<file path="config.mk">
export PLATFORM = sky130hd
export DESIGN_NAME = ctq_queue
export DESIGN_NICKNAME = d
export VERILOG_FILES = /design/src/rtl/ctq_pkg.sv /design/src/rtl/ctq_queue.sv
export SDC_FILE = /design/constraint.sdc
export NUM_CORES = 1
export LEC_CHECK = 0
export ABC_AREA = 0
export BUFFER_PORTS_ARGS = -buffer_cell sky130_fd_sc_hd__clkbuf_2
export CAP_MARGIN = 20
export CORE_UTILIZATION = 31
export DETAILED_ROUTE_END_ITERATION = 8
export GPL_TIMING_DRIVEN = 0
export PLACE_DENSITY_LB_ADDON = 0.2
export REMOVE_ABC_BUFFERS = 1
export SLEW_MARGIN = 10
export SYNTH_ARGS = -nofsm -noshare
export SYNTH_HDL_FRONTEND = slang
export SYNTH_SLANG_ARGS = --single-unit
</file>
<file path="constraint.sdc">
create_clock -name clock -period 12.91 [get_ports clock]
set_input_delay 2.582 -clock clock [delete_from_list [all_inputs] [get_ports clock]]
set_output_delay 2.582 -clock clock [all_outputs]
set_load 0.02 [all_outputs]
</file>
<file path="src/rtl/ctq_pkg.sv">
// Package for the collision table query block: request opcodes, queue item
// type, back-end state type and the sine table used by the rotation math.
// No dependencies.
package ctq_pkg;

   localparam int MaxObjectsDefault = 16;
   localparam int QueueDepth        = 2;
   localparam int Degrees           = 360;

   typedef enum logic [1:0] {
      OP_WR_LOC   = 2'd0,
      OP_WR_SHAPE = 2'd1,
      OP_TICK     = 2'd2,
      OP_QUERY    = 2'd3
   } op_type;

   typedef enum logic [2:0] {
      KIND_CUBE     = 3'd0,
      KIND_CYLINDER = 3'd1,
      KIND_SPHERE   = 3'd2,
      KIND_DISK     = 3'd3,
      KIND_SQUARE   = 3'd4
   } kind_type;

   typedef enum logic [3:0] {
      B_IDLE, B_EXEC, B_TICK, B_SCAN, B_MUL1, B_SUM1, B_MUL2, B_SUM2, B_TEST, B_DONE
   } back_state_type;

   typedef struct packed {
      op_type             op;
      logic [3:0]         entry_index;
      logic signed [31:0] x;
      logic signed [31:0] y;
      logic signed [31:0] z;
      logic [2:0]         kind;
      logic               check;
      logic [8:0]         angle_x;
      logic [8:0]         angle_y;
      logic signed [9:0]  spin_x;
      logic signed [9:0]  spin_y;
      logic [30:0]        margin;
   } item_type;

   localparam logic signed [15:0] QuarterSine [91] = '{
      16'sd0, 16'sd286, 16'sd572, 16'sd857, 16'sd1143, 16'sd1428, 16'sd1713, 16'sd1997,
      16'sd2280, 16'sd2563, 16'sd2845, 16'sd3126, 16'sd3406, 16'sd3686, 16'sd3964,
      16'sd4240, 16'sd4516, 16'sd4790, 16'sd5063, 16'sd5334, 16'sd5604, 16'sd5872,
      16'sd6138, 16'sd6402, 16'sd6664, 16'sd6924, 16'sd7182, 16'sd7438, 16'sd7692,
      16'sd7943, 16'sd8192, 16'sd8438, 16'sd8682, 16'sd8923, 16'sd9162, 16'sd9397,
      16'sd9630, 16'sd9860, 16'sd10087, 16'sd10311, 16'sd10531, 16'sd10749, 16'sd10963,
      16'sd11174, 16'sd11381, 16'sd11585, 16'sd11786, 16'sd11982, 16'sd12176, 16'sd12365,
      16'sd12551, 16'sd12733, 16'sd12911, 16'sd13085, 16'sd13255, 16'sd13421, 16'sd13583,
      16'sd13741, 16'sd13894, 16'sd14044, 16'sd14189, 16'sd14330, 16'sd14466, 16'sd14598,
      16'sd14726, 16'sd14849, 16'sd14968, 16'sd15082, 16'sd15191, 16'sd15296, 16'sd15396,
      16'sd15491, 16'sd15582, 16'sd15668, 16'sd15749, 16'sd15826, 16'sd15897, 16'sd15964,
      16'sd16026, 16'sd16083, 16'sd16135, 16'sd16182, 16'sd16225, 16'sd16262, 16'sd16294,
      16'sd16321, 16'sd16343, 16'sd16362, 16'sd16374, 16'sd16382, 16'sd16384
   };

   // Sine in Q1.14 of an angle in whole degrees, 0 to 359.
   function automatic logic signed [15:0] sine_q14(input logic [8:0] d);
      logic [8:0] k;
      logic       neg;
      begin
         neg = 1'b0;
         if (d <= 9'd90) begin
            k = d;
         end else if (d <= 9'd180) begin
            k = 9'd180 - d;
         end else if (d <= 9'd270) begin
            k = d - 9'd180;
            neg = 1'b1;
         end else begin
            k = 9'd360 - d;
            neg = 1'b1;
         end
         sine_q14 = neg ? -QuarterSine[k[6:0]] : QuarterSine[k[6:0]];
      end
   endfunction

   function automatic logic signed [15:0] cosine_q14(input logic [8:0] d);
      logic [9:0] t;
      begin
         t = {1'b0, d} + 10'd90;
         if (t >= 10'd360) begin
            t = t - 10'd360;
         end
         cosine_q14 = sine_q14(t[8:0]);
      end
   endfunction

   // Angle of the inverse rotation, kept in 0 to 359.
   function automatic logic [8:0] negate_angle(input logic [8:0] a);
      negate_angle = (a == 9'd0) ? 9'd0 : 9'd360 - a;
   endfunction

   // Angle plus spin, reduced into 0 to 359.
   function automatic logic [8:0] wrap_add(input logic [8:0] a, input logic signed [9:0] st);
      logic signed [11:0] t;
      begin
         t = signed'({3'b000, a}) + 12'(st) + 12'sd720;
         for (int k = 0; k < 4; k++) begin
            if (t >= 12'sd360) begin
               t = t - 12'sd360;
            end
         end
         wrap_add = t[8:0];
      end
   endfunction

endpackage

</file>
<file path="src/rtl/ctq_queue.sv">
// Short FIFO between the front end and the back end.
// Depends on ctq_pkg.
module ctq_queue (
   input  logic               clock,
   input  logic               reset,
   input  logic               push,
   input  ctq_pkg::item_type  push_item,
   input  logic               pop,
   output ctq_pkg::item_type  pop_item,
   output logic               empty,
   output logic               full
);
   import ctq_pkg::*;

   localparam int PtrW = (QueueDepth > 1) ? $clog2(QueueDepth) : 1;
   localparam int CntW = $clog2(QueueDepth + 1);

   item_type          slot_ff [QueueDepth];
   logic [PtrW-1:0]   wr_ptr_ff, wr_ptr_in;
   logic [PtrW-1:0]   rd_ptr_ff, rd_ptr_in;
   logic [CntW-1:0]   count_ff, count_in;

   assign empty    = (count_ff == '0);
   assign full     = (count_ff == CntW'(QueueDepth));
   assign pop_item = slot_ff[rd_ptr_ff];

   always_comb begin
      wr_ptr_in = wr_ptr_ff;
      rd_ptr_in = rd_ptr_ff;
      count_in  = count_ff;
      if (push) begin
         wr_ptr_in = (wr_ptr_ff == PtrW'(QueueDepth - 1)) ? '0 : wr_ptr_ff + 1'b1;
      end
      if (pop) begin
         rd_ptr_in = (rd_ptr_ff == PtrW'(QueueDepth - 1)) ? '0 : rd_ptr_ff + 1'b1;
      end
      if (push && !pop) begin
         count_in = count_ff + 1'b1;
      end else if (pop && !push) begin
         count_in = count_ff - 1'b1;
      end
   end

   always_ff @(posedge clock) begin
      if (reset) begin
         wr_ptr_ff <= '0;
         rd_ptr_ff <= '0;
         count_ff  <= '0;
      end else begin
         wr_ptr_ff <= wr_ptr_in;
         rd_ptr_ff <= rd_ptr_in;
         count_ff  <= count_in;
      end
   end

   always_ff @(posedge clock) begin
      if (push) begin
         slot_ff[wr_ptr_ff] <= push_item;
      end
   end

`ifndef SYNTH
   a_no_push_when_full: assert property (@(posedge clock) disable iff (reset)
      full && !pop |=> count_ff == CntW'(QueueDepth))
      else $error("queue overflowed");
   a_no_pop_when_empty: assert property (@(posedge clock) disable iff (reset)
      empty |-> !pop)
      else $error("queue popped while empty");
   a_count_bounded: assert property (@(posedge clock) disable iff (reset)
      count_ff <= CntW'(QueueDepth))
      else $error("queue count out of range");
`endif
endmodule

</file>
==> results.txt <==
- Outcome: finished, final reports clean
- Main area contributors after synthesis: edfxtp_1, mux2_2, buf_6, dfxtp_1, nor2_1
- Subtracting the final worst setup slack from the clock period gives 5100 ps.
- Worst Reg2Reg Path Length in Cells: 4
* Routed length per placed instance: 17.5 um
- Number of synthesized register bits: 355
- Dividing total power by cell area gives a power density of 162 nW/um2.
- Share of the yosys chip area belonging to registers: 82.4%
- Number of endpoints with negative hold slack in the final report: 0
- Clock Pin Slew Worst Setup and Hold Paths: 50 ps
* Share of final-layout standard cells stronger than drive strength 1: 60.8%
* Via density per instance: 4.31
- Leakage dissipation: 6.25 nW
* Area share of the largest cell type after synthesis: 81.6%
- Drt initial violations: 180
- Slew HR: 60.5%
- Die Y: 206 um
- The pre-antenna-repair detailed-routing pass consisted of 4 iterations.
- Std-Cell Core Area: 40900 um2
- Worst ir drop on vdd: 0.113 mV
* Number of buffers on the longest clock path: 3
* Post-cts repair resize count: 0
- CTS buffer count: 40
- Tcrit/Tclk final: 39.5%
* Required time of the critical path: 10330 ps
- Kind of start point of the critical path: register
- Leaving out fill and tap cells, the most frequent cell in the layout is clkbuf_2.
- Clk_skew: 12.8 ps
* Final weighted congestion of routability-driven global placement: 0.694
* Clock sink total: 355
- On the final layout, the worst hold slack is 521 ps.
* Area of the mapped netlist: 12900 um2
- Final Slew Violations: 0
- Horiz. Die Dim: 206 um
- Number of setup violations in the final report: 0
* Area added between synthesis and finish: 29.5%
- TritonCTS clock tree: done
* Total track usage: 12.2%
- Once the clock tree was built, the setup fixing pass inserted 0 buffers.
- The first global-routing pass estimated 38.6 mm of wire.
- Avg Inst Size Synth: 22.8 um2
- The net count of the finished layout is 1140.
- The total overflow left after global routing is 0.
- Cell taking the most area after synthesis: edfxtp_1
- The critical path is of the register to primary output type.
- Non-Filler Cell Area, Final: 16700 um2
- Final routed DRC violation total: 0
- In this run the worst setup path terminates at pop_item[91].
- WP data arrival: 2520 ps
- The floorplan step defined a die boundary enclosing 42400 um2.
- Timing would allow up to 196 MHz.
- After floorplanning, the core was divided into 74 placement rows.
* Clock root buffer: clkbuf_16
- Once detail routing completed, the nets flagged for antenna violations numbered 0.
- H-tree depth reported by CTS: 2
- The worst setup path is captured at a primary output.
* Endpoint of the lowest-slack register-to-register path: slot_ff[1][2]
- At the pin with the least slew margin, the transition time is 592 ps.
- In the layout the commonest cells are clkbuf_2, edfxtp_1, mux2_2, clkbuf_16, clkinv_1.
- The number of global-route vias before repair is 6666.
- YS warnings: 0
* Total placed instance area: 15500 um2
- Routed WL: 26.6 mm
* Antenna violations before repair: 3
- Quantity of I/O buffers inserted on ports: 355
* Unrepaired setup endpoints after global routing: false
* I/O pin cnt: 356
- Number of library cell types mapped by synthesis: 16
* DPL Wire Length: 17.8 mm
- Total number of vias: 6556
- Starting utilization of the core area: 31.5%
- R2R Setup Slk: 10950 ps
- The startpoint identified for the worst register-to-register timing path is wr_ptr_ff.
- Number of hold-repair buffers added at the cts stage: 0
* Maximum number of pins on one net before global-route repair: 48
- Insertion delay to the later sink of the worst-skew pair: 540 ps
- The tool flagged a number of max-cap violations equal to 0.
- The worst hold path belongs to the class register to register.
- Synthesis produced 566 cells.
- Along the worst path, the maximum fanout reaches 42.
-- power breakdown --
group	internal (mW)	leakage, nW	switching, mW
Combinational	0.139	2.36	0.201
Sequential	1.35	3.33	0.0164
Clock	0.576	0.567	0.427
Total	2.06	6.25	0.644
-- cell usage after synthesis --
master    count
a21oi_1       1
and2_1        1
buf_2         2
buf_4         2
buf_6        15
dfxtp_1       5
edfxtp_1    350
ha_1          1
inv_1         1
mux2_2      175
nor2_1        5
nor2b_1       2
o21ai_0       1
or3_1         1
xnor2_1       2
xor2_1        2
-- flip-flops by register name, indices dropped and copies added, names as in the netlist, named ones only --
register	flops
slot_ff	350
rd_ptr_ff	1
count_ff	2
wr_ptr_ff	1
-- metal layers --
metal,part of all wire [%],up-vias,track usage (%)
met5,0.098,-,0
met4,3.1,4,5.88
met3,9.6,58,5.08
met2,48,212,19.1
met1,40,3229,14.5
li1,-,3053,-
-- per-stage QoR --
stage | utilization (%) | TNS (ps) | std cells | worst slack [ps] | power (mW)
floorplan | - | 0 | 547 | 2040 | 1.60
global placement | 37.0 | -683750 | 1434 | -3920 | 1.76
detailed placement | 37.9 | 0 | 1450 | 8310 | 1.73
CTS | 40.8 | 0 | 1519 | 7720 | 2.76
global route | 40.8 | 0 | 1520 | 7650 | 2.81
finish | 40.8 | 0 | 1520 | 7810 | 2.71
-- kinds of logic after synthesis --
kind of cell | Yosys count | share of synthesized area (%)
simple gates | 9 | 0.340
mux | 175 | 15.3
flops | 355 | 82.4
fa+ha+maj | 1 | 0.0971
compound gates | 2 | 0.0776
buf+inv | 20 | 1.53
xor+xnor | 4 | 0.272
-- worst min-delay path by stage --
stage / startpoint / endpoint / slack [ps] / cells after the start
final: count_ff[1] / count_ff[1] / 520 / 2
after global routing: count_ff[1] / count_ff[1] / 560 / 2
after detailed placement: count_ff[1] / count_ff[1] / 510 / 2
after CTS: count_ff[1] / count_ff[1] / 520 / 2
after global placement: count_ff[1] / count_ff[1] / 490 / 2
after floorplan: count_ff[1] / count_ff[1] / 460 / 2
-- critical path, cell delays in order, from the launching register on --
cell and delay, ps:
dfxtp_4 570, buf_16 270, buf_12 260, buf_16 270
mux2_2 380, clkbuf_2 160
-- layout make-up --
cell class	count	area, um2
clock inverter	22	101
antenna	1	2.50
multi-input combinational	191	2080
tap	532	666
sequential	355	10600
fill	3847	24200
clock buffer	47	1050
inverter	1	3.75
timing repair buffer	371	2160
No activity file was read; power rests on OpenSTA's default activity.
