**src/rtl/ctq_pkg.sv**
```systemverilog
// Package for the collision table query block: request opcodes, queue item
// type, back-end state type and the sine table used by the rotation math.
// No dependencies.
package ctq_pkg;

   localparam int MaxObjectsDefault = 16;
   localparam int QueueDepth        = 2;
   localparam int Degrees           = 360;

   typedef enum logic [1:0] {
      OP_WR_LOC   = 2'd0,
      OP_WR_SHAPE = 2'd1,
      OP_TICK     = 2'd2,
      OP_QUERY    = 2'd3
   } op_type;

   typedef enum logic [2:0] {
      KIND_CUBE     = 3'd0,
      KIND_CYLINDER = 3'd1,
      KIND_SPHERE   = 3'd2,
      KIND_DISK     = 3'd3,
      KIND_SQUARE   = 3'd4
   } kind_type;

   typedef enum logic [3:0] {
      B_IDLE, B_EXEC, B_TICK, B_SCAN, B_MUL1, B_SUM1, B_MUL2, B_SUM2, B_TEST, B_DONE
   } back_state_type;

   typedef struct packed {
      op_type             op;
      logic [3:0]         entry_index;
      logic signed [31:0] x;
      logic signed [31:0] y;
      logic signed [31:0] z;
      logic [2:0]         kind;
      logic               check;
      logic [8:0]         angle_x;
      logic [8:0]         angle_y;
      logic signed [9:0]  spin_x;
      logic signed [9:0]  spin_y;
      logic [30:0]        margin;
   } item_type;

   localparam logic signed [15:0] QuarterSine [91] = '{
      16'sd0, 16'sd286, 16'sd572, 16'sd857, 16'sd1143, 16'sd1428, 16'sd1713, 16'sd1997,
      16'sd2280, 16'sd2563, 16'sd2845, 16'sd3126, 16'sd3406, 16'sd3686, 16'sd3964,
      16'sd4240, 16'sd4516, 16'sd4790, 16'sd5063, 16'sd5334, 16'sd5604, 16'sd5872,
      16'sd6138, 16'sd6402, 16'sd6664, 16'sd6924, 16'sd7182, 16'sd7438, 16'sd7692,
      16'sd7943, 16'sd8192, 16'sd8438, 16'sd8682, 16'sd8923, 16'sd9162, 16'sd9397,
      16'sd9630, 16'sd9860, 16'sd10087, 16'sd10311, 16'sd10531, 16'sd10749, 16'sd10963,
      16'sd11174, 16'sd11381, 16'sd11585, 16'sd11786, 16'sd11982, 16'sd12176, 16'sd12365,
      16'sd12551, 16'sd12733, 16'sd12911, 16'sd13085, 16'sd13255, 16'sd13421, 16'sd13583,
      16'sd13741, 16'sd13894, 16'sd14044, 16'sd14189, 16'sd14330, 16'sd14466, 16'sd14598,
      16'sd14726, 16'sd14849, 16'sd14968, 16'sd15082, 16'sd15191, 16'sd15296, 16'sd15396,
      16'sd15491, 16'sd15582, 16'sd15668, 16'sd15749, 16'sd15826, 16'sd15897, 16'sd15964,
      16'sd16026, 16'sd16083, 16'sd16135, 16'sd16182, 16'sd16225, 16'sd16262, 16'sd16294,
      16'sd16321, 16'sd16343, 16'sd16362, 16'sd16374, 16'sd16382, 16'sd16384
   };

   // Sine in Q1.14 of an angle in whole degrees, 0 to 359.
   function automatic logic signed [15:0] sine_q14(input logic [8:0] d);
      logic [8:0] k;
      logic       neg;
      begin
         neg = 1'b0;
         if (d <= 9'd90) begin
            k = d;
         end else if (d <= 9'd180) begin
            k = 9'd180 - d;
         end else if (d <= 9'd270) begin
            k = d - 9'd180;
            neg = 1'b1;
         end else begin
            k = 9'd360 - d;
            neg = 1'b1;
         end
         sine_q14 = neg ? -QuarterSine[k[6:0]] : QuarterSine[k[6:0]];
      end
   endfunction

   function automatic logic signed [15:0] cosine_q14(input logic [8:0] d);
      logic [9:0] t;
      begin
         t = {1'b0, d} + 10'd90;
         if (t >= 10'd360) begin
            t = t - 10'd360;
         end
         cosine_q14 = sine_q14(t[8:0]);
      end
   endfunction

   // Angle of the inverse rotation, kept in 0 to 359.
   function automatic logic [8:0] negate_angle(input logic [8:0] a);
      negate_angle = (a == 9'd0) ? 9'd0 : 9'd360 - a;
   endfunction

   // Angle plus spin, reduced into 0 to 359.
   function automatic logic [8:0] wrap_add(input logic [8:0] a, input logic signed [9:0] st);
      logic signed [11:0] t;
      begin
         t = signed'({3'b000, a}) + 12'(st) + 12'sd720;
         for (int k = 0; k < 4; k++) begin
            if (t >= 12'sd360) begin
               t = t - 12'sd360;
            end
         end
         wrap_add = t[8:0];
      end
   endfunction

endpackage

```
**src/rtl/ctq_if.sv**
```systemverilog
// Channel interfaces for the collision table query block: request channel
// and response channel, each with valid/ready handshake. No dependencies.
interface ctq_req_if;
   logic               valid;
   logic               ready;
   logic [1:0]         req_type;
   logic [3:0]         entry_index;
   logic signed [31:0] coord_x;
   logic signed [31:0] coord_y;
   logic signed [31:0] coord_z;
   logic [2:0]         kind;
   logic               check_flag;
   logic [8:0]         angle_x;
   logic [8:0]         angle_y;
   logic signed [9:0]  spin_x;
   logic signed [9:0]  spin_y;
   logic [30:0]        margin;

   modport source (output valid, req_type, entry_index, coord_x, coord_y, coord_z, kind,
                   check_flag, angle_x, angle_y, spin_x, spin_y, margin, input ready);
   modport sink (input valid, req_type, entry_index, coord_x, coord_y, coord_z, kind,
                 check_flag, angle_x, angle_y, spin_x, spin_y, margin, output ready);
endinterface


```
**src/rtl/ctq_front.sv**
```systemverilog
// Front end: accepts request transactions and decodes them into queue items.
// Depends on ctq_pkg and ctq_if.
module ctq_front (
   ctq_req_if.sink            req_bus,
   input  logic               queue_full,
   output logic               push,
   output ctq_pkg::item_type  push_item
);
   import ctq_pkg::*;

   assign req_bus.ready = !queue_full;
   assign push          = req_bus.valid && !queue_full;

   always_comb begin
      push_item.op          = op_type'(req_bus.req_type);
      push_item.entry_index = req_bus.entry_index;
      push_item.x           = req_bus.coord_x;
      push_item.y           = req_bus.coord_y;
      push_item.z           = req_bus.coord_z;
      push_item.kind        = req_bus.kind;
      push_item.check       = req_bus.check_flag;
      // Written angles are stored reduced to one turn.
      push_item.angle_x     = (req_bus.angle_x >= 9'd360) ? req_bus.angle_x - 9'd360
                                                          : req_bus.angle_x;
      push_item.angle_y     = (req_bus.angle_y >= 9'd360) ? req_bus.angle_y - 9'd360
                                                          : req_bus.angle_y;
      push_item.spin_x      = req_bus.spin_x;
      push_item.spin_y      = req_bus.spin_y;
      push_item.margin      = req_bus.margin;
   end
endmodule

```
**src/flat_wrapper.sv**
```systemverilog
// flat-port wrapper written by rule: the top's interface ports become plain ports
module ctq_front_flat import ctq_pkg::*;
  (queue_full, push, push_item, req_bus_valid, req_bus_req_type, req_bus_entry_index, req_bus_coord_x, req_bus_coord_y, req_bus_coord_z, req_bus_kind, req_bus_check_flag, req_bus_angle_x, req_bus_angle_y, req_bus_spin_x, req_bus_spin_y, req_bus_margin, req_bus_ready);
  ctq_req_if req_bus_i ();
  input  logic queue_full;
  output logic push;
  output ctq_pkg::item_type push_item;
  input wire logic [$bits(req_bus_i.valid)-1:0] req_bus_valid;
  input wire logic [$bits(req_bus_i.req_type)-1:0] req_bus_req_type;
  input wire logic [$bits(req_bus_i.entry_index)-1:0] req_bus_entry_index;
  input wire logic [$bits(req_bus_i.coord_x)-1:0] req_bus_coord_x;
  input wire logic [$bits(req_bus_i.coord_y)-1:0] req_bus_coord_y;
  input wire logic [$bits(req_bus_i.coord_z)-1:0] req_bus_coord_z;
  input wire logic [$bits(req_bus_i.kind)-1:0] req_bus_kind;
  input wire logic [$bits(req_bus_i.check_flag)-1:0] req_bus_check_flag;
  input wire logic [$bits(req_bus_i.angle_x)-1:0] req_bus_angle_x;
  input wire logic [$bits(req_bus_i.angle_y)-1:0] req_bus_angle_y;
  input wire logic [$bits(req_bus_i.spin_x)-1:0] req_bus_spin_x;
  input wire logic [$bits(req_bus_i.spin_y)-1:0] req_bus_spin_y;
  input wire logic [$bits(req_bus_i.margin)-1:0] req_bus_margin;
  output wire logic [$bits(req_bus_i.ready)-1:0] req_bus_ready;
  assign req_bus_i.valid = req_bus_valid;
  assign req_bus_i.req_type = req_bus_req_type;
  assign req_bus_i.entry_index = req_bus_entry_index;
  assign req_bus_i.coord_x = req_bus_coord_x;
  assign req_bus_i.coord_y = req_bus_coord_y;
  assign req_bus_i.coord_z = req_bus_coord_z;
  assign req_bus_i.kind = req_bus_kind;
  assign req_bus_i.check_flag = req_bus_check_flag;
  assign req_bus_i.angle_x = req_bus_angle_x;
  assign req_bus_i.angle_y = req_bus_angle_y;
  assign req_bus_i.spin_x = req_bus_spin_x;
  assign req_bus_i.spin_y = req_bus_spin_y;
  assign req_bus_i.margin = req_bus_margin;
  assign req_bus_ready = req_bus_i.ready;
  ctq_front u_core (.req_bus(req_bus_i), .queue_full(queue_full), .push(push), .push_item(push_item));
endmodule
```
**config.mk**
```make
export PLATFORM = sky130hd
export DESIGN_NAME = ctq_front_flat
export DESIGN_NICKNAME = d
export VERILOG_FILES = /design/src/rtl/ctq_pkg.sv /design/src/rtl/ctq_if.sv /design/src/rtl/ctq_front.sv /design/src/flat_wrapper.sv
export SDC_FILE = /design/constraint.sdc
export NUM_CORES = 1
export LEC_CHECK = 0
export BUFFER_PORTS_ARGS = -buffer_cell sky130_fd_sc_hd__clkbuf_2
export CAP_MARGIN = 20
export CORE_AREA = 3 3 136 138
export DETAILED_ROUTE_END_ITERATION = 7
export DIE_AREA = 0 0 139 141
export GPL_TIMING_DRIVEN = 0
export SYNTH_ARGS = -nofsm -noshare
export SYNTH_HDL_FRONTEND = slang
export SYNTH_SLANG_ARGS = --single-unit
```
**constraint.sdc**
```tcl
create_clock -name vclk -period 3.6
set_clock_uncertainty 0.15 [all_clocks]
set_input_delay 0.72 -clock vclk [all_inputs]
set_output_delay 0.72 -clock vclk [all_outputs]
set_load 0.005 [all_outputs]
```
==> impl_metrics.py, run 1 <==
metrics = {
    "status": {
        "status": "complete, no violations",
    },
    "place": {
        "dp_slack_ns": 0.860,
        "dp.final_hpwl_um": 6270,
        "post-place-cells": 647,
        "finalWeightedCongestion": 0.758,
        "buffer_ports.inserted": 197,
    },
    "power": {
        "power.ir.vdd_worst_mv": 0.0383,
        "p_total_mw": 0.315,
        "p_leak_nw": 1.77,
        "power.density_nw_per_um2": 109,
    },
    "cts": {
        "cts-hold-fix-buffers": 0,
        "post-cts-setup-buffer-count": 0,
        "cts_resized": 0,
    },
    "timing": {
        "finalSetupViolations": 0,
        "timing.final.crit_period_ns": 2.74,
        "hold_viol": 0,
        "fmaxAchievable_ghz": 0.365,
        "setup_ws_ns": 0.860,
        "transition_at_the_pin_with_the_smallest_max_transition_slack_ns": 0.289,
        "finalSetupTns_ns": 0,
        "timing.final.crit_share_pct": 76.1,
        "slew_violations": 0,
        "grt_setup_unrepaired": "no",
        "slew_headroom_pct": 80.6,
    },
    "final_layout": {
        "stdcell_count": 647,
        "finalNetCount": 603,
        "filler_cell_count": 1968,
        "core_utilization_of_the_finished_layout_pct": 16.7,
        "flops_and_latches": 0,
        "area.sequential_um2": 0,
        "layout_commonest_cell": "sky130_fd_sc_hd__clkbuf_2",
        "drive_gt1_share_pct": 86.5,
        "antenna_cells_inserted": 0,
        "layout_common_cells": "sky130_fd_sc_hd__clkbuf_2, sky130_fd_sc_hd__buf_4, sky130_fd_sc_hd__nand2_1",
        "areaGrowthSynthToFinish_pct": 78.3,
        "n_clock_buffer": 0,
    },
    "detailed_routing": {
        "drcViolationCount": 0,
        "wire_per_inst_um": 10.1,
        "detail-route-antenna-nets": 0,
        "routed-via-count": 1963,
        "detailedRoute.firstIterationViolations": 36,
        "wirelength_um": 6540,
        "drt-vias-per-instance": 3.03,
        "dr.pass1.iters": 4,
    },
    "setup_path": {
        "timing.critical_path.slowest_stage_cell": "sky130_fd_sc_hd__ha_1",
        "data_required_time_of_the_critical_path_ns": 2.73,
        "crit_path_category": "in -> out",
        "worstPathMaxFanout": 5,
        "path_cells": "clkbuf_2 > inv_1 > ha_1 > o21bai_1 > nand2b_1 > a31oi_1 > clkbuf_2",
        "worst_setup_path_end_kind": "output port",
        "cp.arrival_ns": 1.87,
        "crit_top_cell": "sky130_fd_sc_hd__clkbuf_2",
        "worst_path_largest_cell_delay_ns": 0.26,
        "crit_path_start_kind": "input pin",
    },
    "die": {
        "placeableCoreArea_um2": 17300,
        "design.portCount": 354,
        "chipHeight_um": 141,
        "die_footprint_um2": 19600,
        "die_width_um": 139,
        "initial_cell_density_of_the_core_pct": 9.36,
        "placementRows": 48,
    },
    "global_routing": {
        "groute.layer.met1.usage_pct": 5.67,
        "grt.overflow.total": 0,
        "via_count_of_the_first_global_routing_pass": 1789,
        "grt_max_degree": 9,
        "globalRouteMet3Util_pct": 1.05,
        "grt_pass1_wl_um": 9020,
        "gr-usage-met2_pct": 11.5,
        "antenna_violations_before_repair": 0,
        "globalRoute.busiestLayer": "met2",
        "grt_util_all_layers_pct": 5.38,
    },
    "min_path": {
        "min-delay-path-class": "in -> out",
    },
    "flow_run": {
        "maxCapViolations": 0,
    },
    "yosys": {
        "synth.yosys.warnings": 0,
        "syn-cell-area_um2": 1620,
        "postSynthAreaPerCell_um2": 7.20,
        "cell_variety_after_synth": 26,
        "netlist_instances": 225,
        "synth_seq_area_share_pct": 0,
        "synth_fp_nets": 404,
    },
}
-- logic make-up after synthesis --
family | share of synthesized area [%]
adder cells (fa/ha/maj) | 1.55
AND/OR/NAND/NOR | 9.58
buffers and inverters | 77.2
multiplexers | 0.618
XOR/XNOR | 0.541
AO/OA/AOI/OAI | 10.5
-- synth_stat cells --
cell | instances | area [µm²]
sky130_fd_sc_hd__a211oi_1 | 1 | 7.51
sky130_fd_sc_hd__a21boi_1 | 1 | 7.51
sky130_fd_sc_hd__a21oi_1 | 4 | 20.0
sky130_fd_sc_hd__a2bb2oi_2 | 1 | 15.0
sky130_fd_sc_hd__a31oi_1 | 2 | 12.5
sky130_fd_sc_hd__a32o_1 | 3 | 30.0
sky130_fd_sc_hd__buf_4 | 163 | 1220
sky130_fd_sc_hd__ha_1 | 2 | 25.0
sky130_fd_sc_hd__inv_1 | 7 | 26.3
sky130_fd_sc_hd__mux2i_1 | 1 | 10.0
sky130_fd_sc_hd__nand2_1 | 9 | 33.8
sky130_fd_sc_hd__nand2b_1 | 2 | 12.5
sky130_fd_sc_hd__nand2b_2 | 1 | 8.76
sky130_fd_sc_hd__nand3_1 | 1 | 5.00
sky130_fd_sc_hd__nand3b_1 | 1 | 7.51
sky130_fd_sc_hd__nor2_1 | 4 | 15.0
sky130_fd_sc_hd__nor2b_1 | 7 | 43.8
sky130_fd_sc_hd__nor3_1 | 1 | 5.00
sky130_fd_sc_hd__nor4b_4 | 1 | 23.8
sky130_fd_sc_hd__o211ai_1 | 1 | 7.51
sky130_fd_sc_hd__o21ai_0 | 5 | 25.0
sky130_fd_sc_hd__o21ai_1 | 2 | 10.0
sky130_fd_sc_hd__o21ai_2 | 1 | 8.76
sky130_fd_sc_hd__o21bai_1 | 2 | 15.0
sky130_fd_sc_hd__o21bai_2 | 1 | 11.3
sky130_fd_sc_hd__xnor2_1 | 1 | 8.76
-- path summary, 6_finish.rpt --
kind,startpoint,slack [ns],endpoint,cells after the start
min,req_bus_coord_x[9],1.46,push_item[146],2
max,req_bus_angle_x[4],0.86,push_item[66],7
-- power by group --
part	internal (mW)	switching [mW]	leakage [nW]	total, mW
logic	0.204	0.111	1.77	0.315
clock network	0	0	0	0
registers	0	0	0	0
total	0.204	0.111	1.77	0.315
-- per-stage QoR --
stage / instance area, µm² / hold WS (ns)
6_report: 2890 / 1.46
3_3_place_gp: 2890 / 1.46
3_5_place_dp: 2890 / 1.46
2_1_floorplan: 1620 / 1.32
4_1_cts: 2890 / 1.46
5_1_grt: 2890 / 1.46
-- area by class of cell --
| cell class | count | area, µm² | area share, % |
|---|---|---|---|
| timing repair buffer | 197 | 986 | 34.2 |
| inverter | 7 | 26.3 | 0.910 |
| buffer | 163 | 1220 | 42.4 |
| tap | 225 | 282 | 9.75 |
| multi-input combinational | 55 | 369 | 12.8 |
-- critical path, delay by kind of cell --
kind	cells	cell delay (ns)
adder cells (fa/ha/maj)	1	0.26
AO/OA/AOI/OAI	2	0.33
buffers and inverters	3	0.40
AND/OR/NAND/NOR	1	0.17
-- routing by layer --
layer	vias to the layer above	routed length, µm
li1	943	-
met1	838	2090
met2	182	3720
met3	0	729
met4	0	0
met5	-	0
Note: power is estimated with default switching activity, not from simulation.
==> run 2, diff against run 1 <==
--- a/config.mk
+++ b/config.mk
@@ -7,9 +7,9 @@
 export LEC_CHECK = 0
 export BUFFER_PORTS_ARGS = -buffer_cell sky130_fd_sc_hd__clkbuf_2
 export CAP_MARGIN = 20
-export CORE_AREA = 3 3 136 138
+export CORE_AREA = 3 3 138 140
 export DETAILED_ROUTE_END_ITERATION = 7
-export DIE_AREA = 0 0 139 141
+export DIE_AREA = 0 0 141 143
 export GPL_TIMING_DRIVEN = 0
 export SYNTH_ARGS = -nofsm -noshare
 export SYNTH_HDL_FRONTEND = slang
==> constraint.sdc (replaced) <==
create_clock -name vclk -period 2.3
set_clock_uncertainty 0.15 [all_clocks]
set_input_delay 0.46 -clock vclk [all_inputs]
set_output_delay 0.46 -clock vclk [all_outputs]
set_load 0.005 [all_outputs]
==> run 2 against run 1 <==
  * Largest cell class unchanged
  * Non-clock buffer count unchanged
  * Via count increased by 0.61%
  * Worst setup slack got worse by 0.76 ns
  * Global-route usage decreased by 0.46 points
  * Count of clock-buffer cells in the layout unchanged
  * Critical path type unchanged
==> impl_metrics.py, run 2 (synthesized netlist as in run 1, its figures left out) <==
metrics = {
    "status": {
        "status": "complete, no violations",
    },
    "die": {
        "design.portCount": 354,
        "initial_cell_density_of_the_core_pct": 9.01,
        "placementRows": 49,
        "placeableCoreArea_um2": 18000,
        "chipHeight_um": 143,
        "die_footprint_um2": 20200,
        "die_width_um": 141,
    },
    "setup_path": {
        "timing.critical_path.slowest_stage_cell": "sky130_fd_sc_hd__ha_2",
        "worst_path_largest_cell_delay_ns": 0.25,
        "cp-endpoint": "push_item[66]",
        "path_cells": "clkbuf_2 > inv_1 > ha_2 > o21bai_1 > nand2b_1 > a31oi_1 > clkbuf_2",
        "crit_path_start_kind": "input pin",
        "data_required_time_of_the_critical_path_ns": 1.69,
        "cp.arrival_ns": 1.59,
        "worstPathMaxFanout": 5,
        "worst_setup_path_end_kind": "output port",
        "crit_path_category": "in -> out",
        "crit_top_cell": "sky130_fd_sc_hd__clkbuf_2",
        "crit_path_start": "req_bus_angle_x[4]",
    },
    "min_path": {
        "min-delay-path-class": "in -> out",
        "min-delay-start": "req_bus_coord_x[10]",
    },
    "final_layout": {
        "area.sequential_um2": 0,
        "areaGrowthSynthToFinish_pct": 78.7,
        "filler_cell_count": 2033,
        "finalNetCount": 603,
        "n_clock_buffer": 0,
        "core_utilization_of_the_finished_layout_pct": 16.1,
        "antenna_cells_inserted": 0,
        "layout_commonest_cell": "sky130_fd_sc_hd__clkbuf_2",
        "layout_common_cells": "sky130_fd_sc_hd__clkbuf_2, sky130_fd_sc_hd__buf_4, sky130_fd_sc_hd__nand2_1",
        "flops_and_latches": 0,
        "drive_gt1_share_pct": 86.7,
    },
    "timing": {
        "fin_worst_hold_slack_ns": 0.938,
        "timing.final.crit_share_pct": 95.6,
        "hold_viol": 0,
        "finalSetupTns_ns": 0,
        "slew_headroom_pct": 82.2,
        "slew_violations": 0,
        "timing.final.crit_period_ns": 2.20,
        "grt_setup_unrepaired": "no",
        "transition_at_the_pin_with_the_smallest_max_transition_slack_ns": 0.267,
        "finalSetupViolations": 0,
        "fmaxAchievable_ghz": 0.455,
    },
    "detailed_routing": {
        "dr.pass1.iters": 4,
        "detailedRoute.firstIterationViolations": 24,
        "drt-vias-per-instance": 3.03,
        "wire_per_inst_um": 10.0,
        "detail-route-antenna-nets": 0,
        "wirelength_um": 6540,
        "drcViolationCount": 0,
        "routed-via-count": 1975,
    },
    "power": {
        "power.ir.vdd_worst_mv": 0.0728,
        "power.density_nw_per_um2": 171,
        "p_leak_nw": 1.77,
    },
    "global_routing": {
        "via_count_of_the_first_global_routing_pass": 1640,
        "grt_max_degree": 9,
        "gr-usage-met2_pct": 11.3,
        "globalRoute.busiestLayer": "met2",
        "antenna_violations_before_repair": 0,
        "grt_util_all_layers_pct": 4.92,
        "grt_pass1_wl_um": 8170,
        "globalRouteMet3Util_pct": 0.402,
        "groute.layer.met1.usage_pct": 4.92,
        "grt.overflow.total": 0,
    },
    "flow_run": {
        "maxCapViolations": 0,
    },
    "cts": {
        "cts-hold-fix-buffers": 0,
        "post-cts-setup-buffer-count": 0,
    },
    "place": {
        "buffer_ports.inserted": 197,
        "dp.final_hpwl_um": 6280,
        "finalWeightedCongestion": 0.801,
    },
}
==> run 2: where the power goes <==
group	internal, mW	switching [mW]
combinational	0.320	0.175
clock	0	0
sequential	0	0
total	0.320	0.175
==> run 2: cell type report <==
| class | count | area (µm²) | area share (%) |
|---|---|---|---|
| repair buffers | 197 | 986 | 34.1 |
| inverters | 7 | 26.3 | 0.908 |
| well taps | 229 | 287 | 9.90 |
| multi-input cells | 55 | 372 | 12.8 |
| plain buffers | 163 | 1220 | 42.3 |
==> run 2: how the worst min path moves through the flow <==
stage / endpoint / slack, ns / cells after the start
after global placement: push_item[44] / 0.94 / 2
after detailed placement: push_item[107] / 0.94 / 2
after global routing: push_item[153] / 0.94 / 2
after CTS: push_item[17] / 0.94 / 2
after floorplan: req_bus_ready / 0.80 / 1
final: push_item[147] / 0.94 / 2
==> run 2: stage by stage <==
step	instance area, µm²	setup WS, ns	total power, mW	cells
after detailed placement	2890	0.0840	0.502	651
after floorplan	1620	0.427	0.285	225
after CTS	2890	0.0589	0.504	651
after global routing	2890	0.00410	0.541	651
final	2890	0.101	0.495	651
after global placement	2890	0.0953	0.501	651
==> run 2: per-layer routing <==
| metal | up-vias | routed length [µm] |
|---|---|---|
| met5 | - | 0 |
| met4 | 0 | 0 |
| met3 | 0 | 746 |
| met2 | 189 | 3820 |
| met1 | 841 | 1970 |
| li1 | 945 | - |
==> run 2: repair_timing <==
action | in CTS | in global routing
setup endpoints to repair | 0 | 4
gates resized for setup | 0 | 1
hold endpoints to repair | 0 | 0
==> run 2: critical path, delay by kind of cell <==
kind | cells | cell delay, ns
fa+ha+maj | 1 | 0.25
simple gates | 1 | 0.17
compound gates | 2 | 0.30
buf+inv | 3 | 0.39
==> run 3, diff against run 2 <==
--- a/config.mk
+++ b/config.mk
@@ -5,7 +5,7 @@
 export SDC_FILE = /design/constraint.sdc
 export NUM_CORES = 1
 export LEC_CHECK = 0
-export BUFFER_PORTS_ARGS = -buffer_cell sky130_fd_sc_hd__clkbuf_2
+export BUFFER_PORTS_ARGS = -buffer_cell sky130_fd_sc_hd__buf_2
 export CAP_MARGIN = 20
 export CORE_AREA = 3 3 138 140
 export DETAILED_ROUTE_END_ITERATION = 7
==> run 3 against run 2 <==
  * Maximum frequency grew 1.3%
  * Critical path depth unchanged
  * Non-clock buffer count is the same
  * Die area unchanged
  * Sequential share of layout area unchanged
  * Cell count unchanged
  * Routed wire length up 1.1%
  * Via count down 0.15%
  * Flip-flop and latch count unchanged
  * First-iteration DRC count is 110% higher
  * Highest routed layer unchanged
==> impl_metrics.py, run 3 (synthesized netlist as in run 1, its figures left out) <==
metrics = {
    "power": {
        "net-switching-power_mw": 0.171,
        "comb_power_share_pct": 100.0,
        "internal_portion_of_total_power_mw": 0.322,
        "p_leak_nw": 1.73,
        "p_total_mw": 0.492,
        "share_clk_of_total_power_pct": 0,
        "power.share.sequential_pct": 0,
        "power.density_nw_per_um2": 169,
        "power_switching_share_pct": 34.7,
        "power.ir.vdd_worst_mv": 0.0666,
    },
    "place": {
        "dp.final_hpwl_um": 6300,
        "finalWeightedCongestion": 0.786,
        "buffer_ports.inserted": 197,
    },
    "global_routing": {
        "grt_util_all_layers_pct": 4.95,
        "via_count_of_the_first_global_routing_pass": 1678,
        "grt_pass1_wl_um": 8290,
        "grt_max_degree": 9,
        "antenna_violations_before_repair": 0,
        "grt.overflow.total": 0,
    },
    "setup_path": {
        "worstPathMaxFanout": 5,
        "timing.critical_path.slowest_stage_cell": "sky130_fd_sc_hd__a32o_1",
        "worst_path_dominant_cell_family": "compound AO/OA/AOI/OAI gates",
        "worst_setup_path_end_kind": "output port",
        "data_required_time_of_the_critical_path_ns": 1.69,
        "path_cells": "buf_2 > inv_1 > ha_2 > o21bai_2 > o21bai_1 > a32o_1 > buf_2",
        "crit_path_category": "in -> out",
        "crit_path_start_kind": "input pin",
        "critical_path.n_buffers_inverters": 3,
        "worst_path_largest_cell_delay_ns": 0.27,
        "crit_top_cell": "sky130_fd_sc_hd__buf_2",
        "cp.arrival_ns": 1.56,
    },
    "timing": {
        "hold_viol": 0,
        "timing.final.crit_share_pct": 94.4,
        "transition_at_the_pin_with_the_smallest_max_transition_slack_ns": 0.275,
        "timing.final.crit_period_ns": 2.17,
        "finalSetupViolations": 0,
        "slew_violations": 0,
        "slew_headroom_pct": 81.6,
        "finalSetupTns_ns": 0,
        "fmaxAchievable_ghz": 0.461,
        "grt_setup_unrepaired": "no",
    },
    "detailed_routing": {
        "dr.pass1.iters": 4,
        "drcViolationCount": 0,
        "top_signal_layer_used": "met3",
        "wirelength_um": 6610,
        "wire_per_inst_um": 10.2,
        "met2_wirelength_um": 3870,
        "routed-via-count": 1972,
        "met3_routed_wirelength_um": 785,
        "detailedRoute.firstIterationViolations": 50,
        "drt-vias-per-instance": 3.03,
        "wirelength_met1_um": 1960,
        "detail-route-antenna-nets": 0,
    },
    "die": {
        "chipHeight_um": 143,
        "placementRows": 49,
        "die_footprint_um2": 20200,
        "design.portCount": 354,
        "initial_cell_density_of_the_core_pct": 9.01,
        "placeableCoreArea_um2": 18000,
        "die_width_um": 141,
    },
    "final_layout": {
        "finalNetCount": 603,
        "drive_gt1_share_pct": 87.0,
        "area.sequential_um2": 0,
        "antenna_cells_inserted": 0,
        "areaGrowthSynthToFinish_pct": 79.5,
        "layout_common_cells": "sky130_fd_sc_hd__buf_2, sky130_fd_sc_hd__buf_4, sky130_fd_sc_hd__nand2_1",
        "filler_cell_count": 2040,
        "layout_commonest_cell": "sky130_fd_sc_hd__buf_2",
        "n_clock_buffer": 0,
        "flops_and_latches": 0,
    },
    "cts": {
        "cts-hold-fix-buffers": 0,
    },
    "flow_run": {
        "maxCapViolations": 0,
    },
    "min_path": {
        "min-delay-path-class": "in -> out",
    },
    "status": {
        "status": "complete, no violations",
    },
}
run 3: cell count changes in the layout (fill, tap and decap cells not counted):
cell	before	now
sky130_fd_sc_hd__buf_2	0	197
sky130_fd_sc_hd__clkbuf_2	197	0
sky130_fd_sc_hd__ha_1	1	0
sky130_fd_sc_hd__ha_4	0	1
run 3: what timing repair did:
action / CTS / global route
resized for setup: 0 / 3
endpoints found under the setup margin: 0 / 4
buffers inserted: 0 / 0
hold endpoints to repair: 0 / 0
run 3: power by group through the flow:
stage | Sequential, mW | Combinational (mW) | Clock [mW]
after floorplan | 0 | 0.285 | 0
after global placement | 0 | 0.496 | 0
after detailed placement | 0 | 0.498 | 0
after CTS | 0 | 0.499 | 0
after global routing | 0 | 0.538 | 0
final | 0 | 0.492 | 0
run 3: layout make-up:
class              instances  area (µm²)  area share [%]
repair buffers           197         986            33.9
inverters                  7        26.3           0.904
multi-input cells         55         384            13.2
plain buffers            163        1220            42.1
well taps                229         287            9.86
run 3: path summary, 6_finish.rpt:
path,start,to,depth (start not counted)
max,req_bus_angle_y[3],push_item[55],7
min,req_bus_spin_y[8],push_item[39],2
run 3: metal layers:
layer | vias up | GRT usage, %
met1 | 835 | 4.80
met4 | 0 | 0
li1 | 948 | -
met2 | 189 | 11.5
met5 | - | 0
met3 | 0 | 0.469
run 3: stage by stage:
step / std cells / setup slack, ns / util (%) / cell area, µm² / hold slack [ns]
4_1_cts: 651 / 0.0819 / 16.1 / 2890 / 0.937
3_5_place_dp: 651 / 0.0776 / 16.1 / 2890 / 0.937
3_3_place_gp: 651 / 0.105 / 16.1 / 2890 / 0.937
6_report: 651 / 0.130 / 16.2 / 2910 / 0.936
5_1_grt: 651 / 0.0273 / 16.2 / 2910 / 0.939
2_1_floorplan: 225 / 0.427 / - / 1620 / 0.797
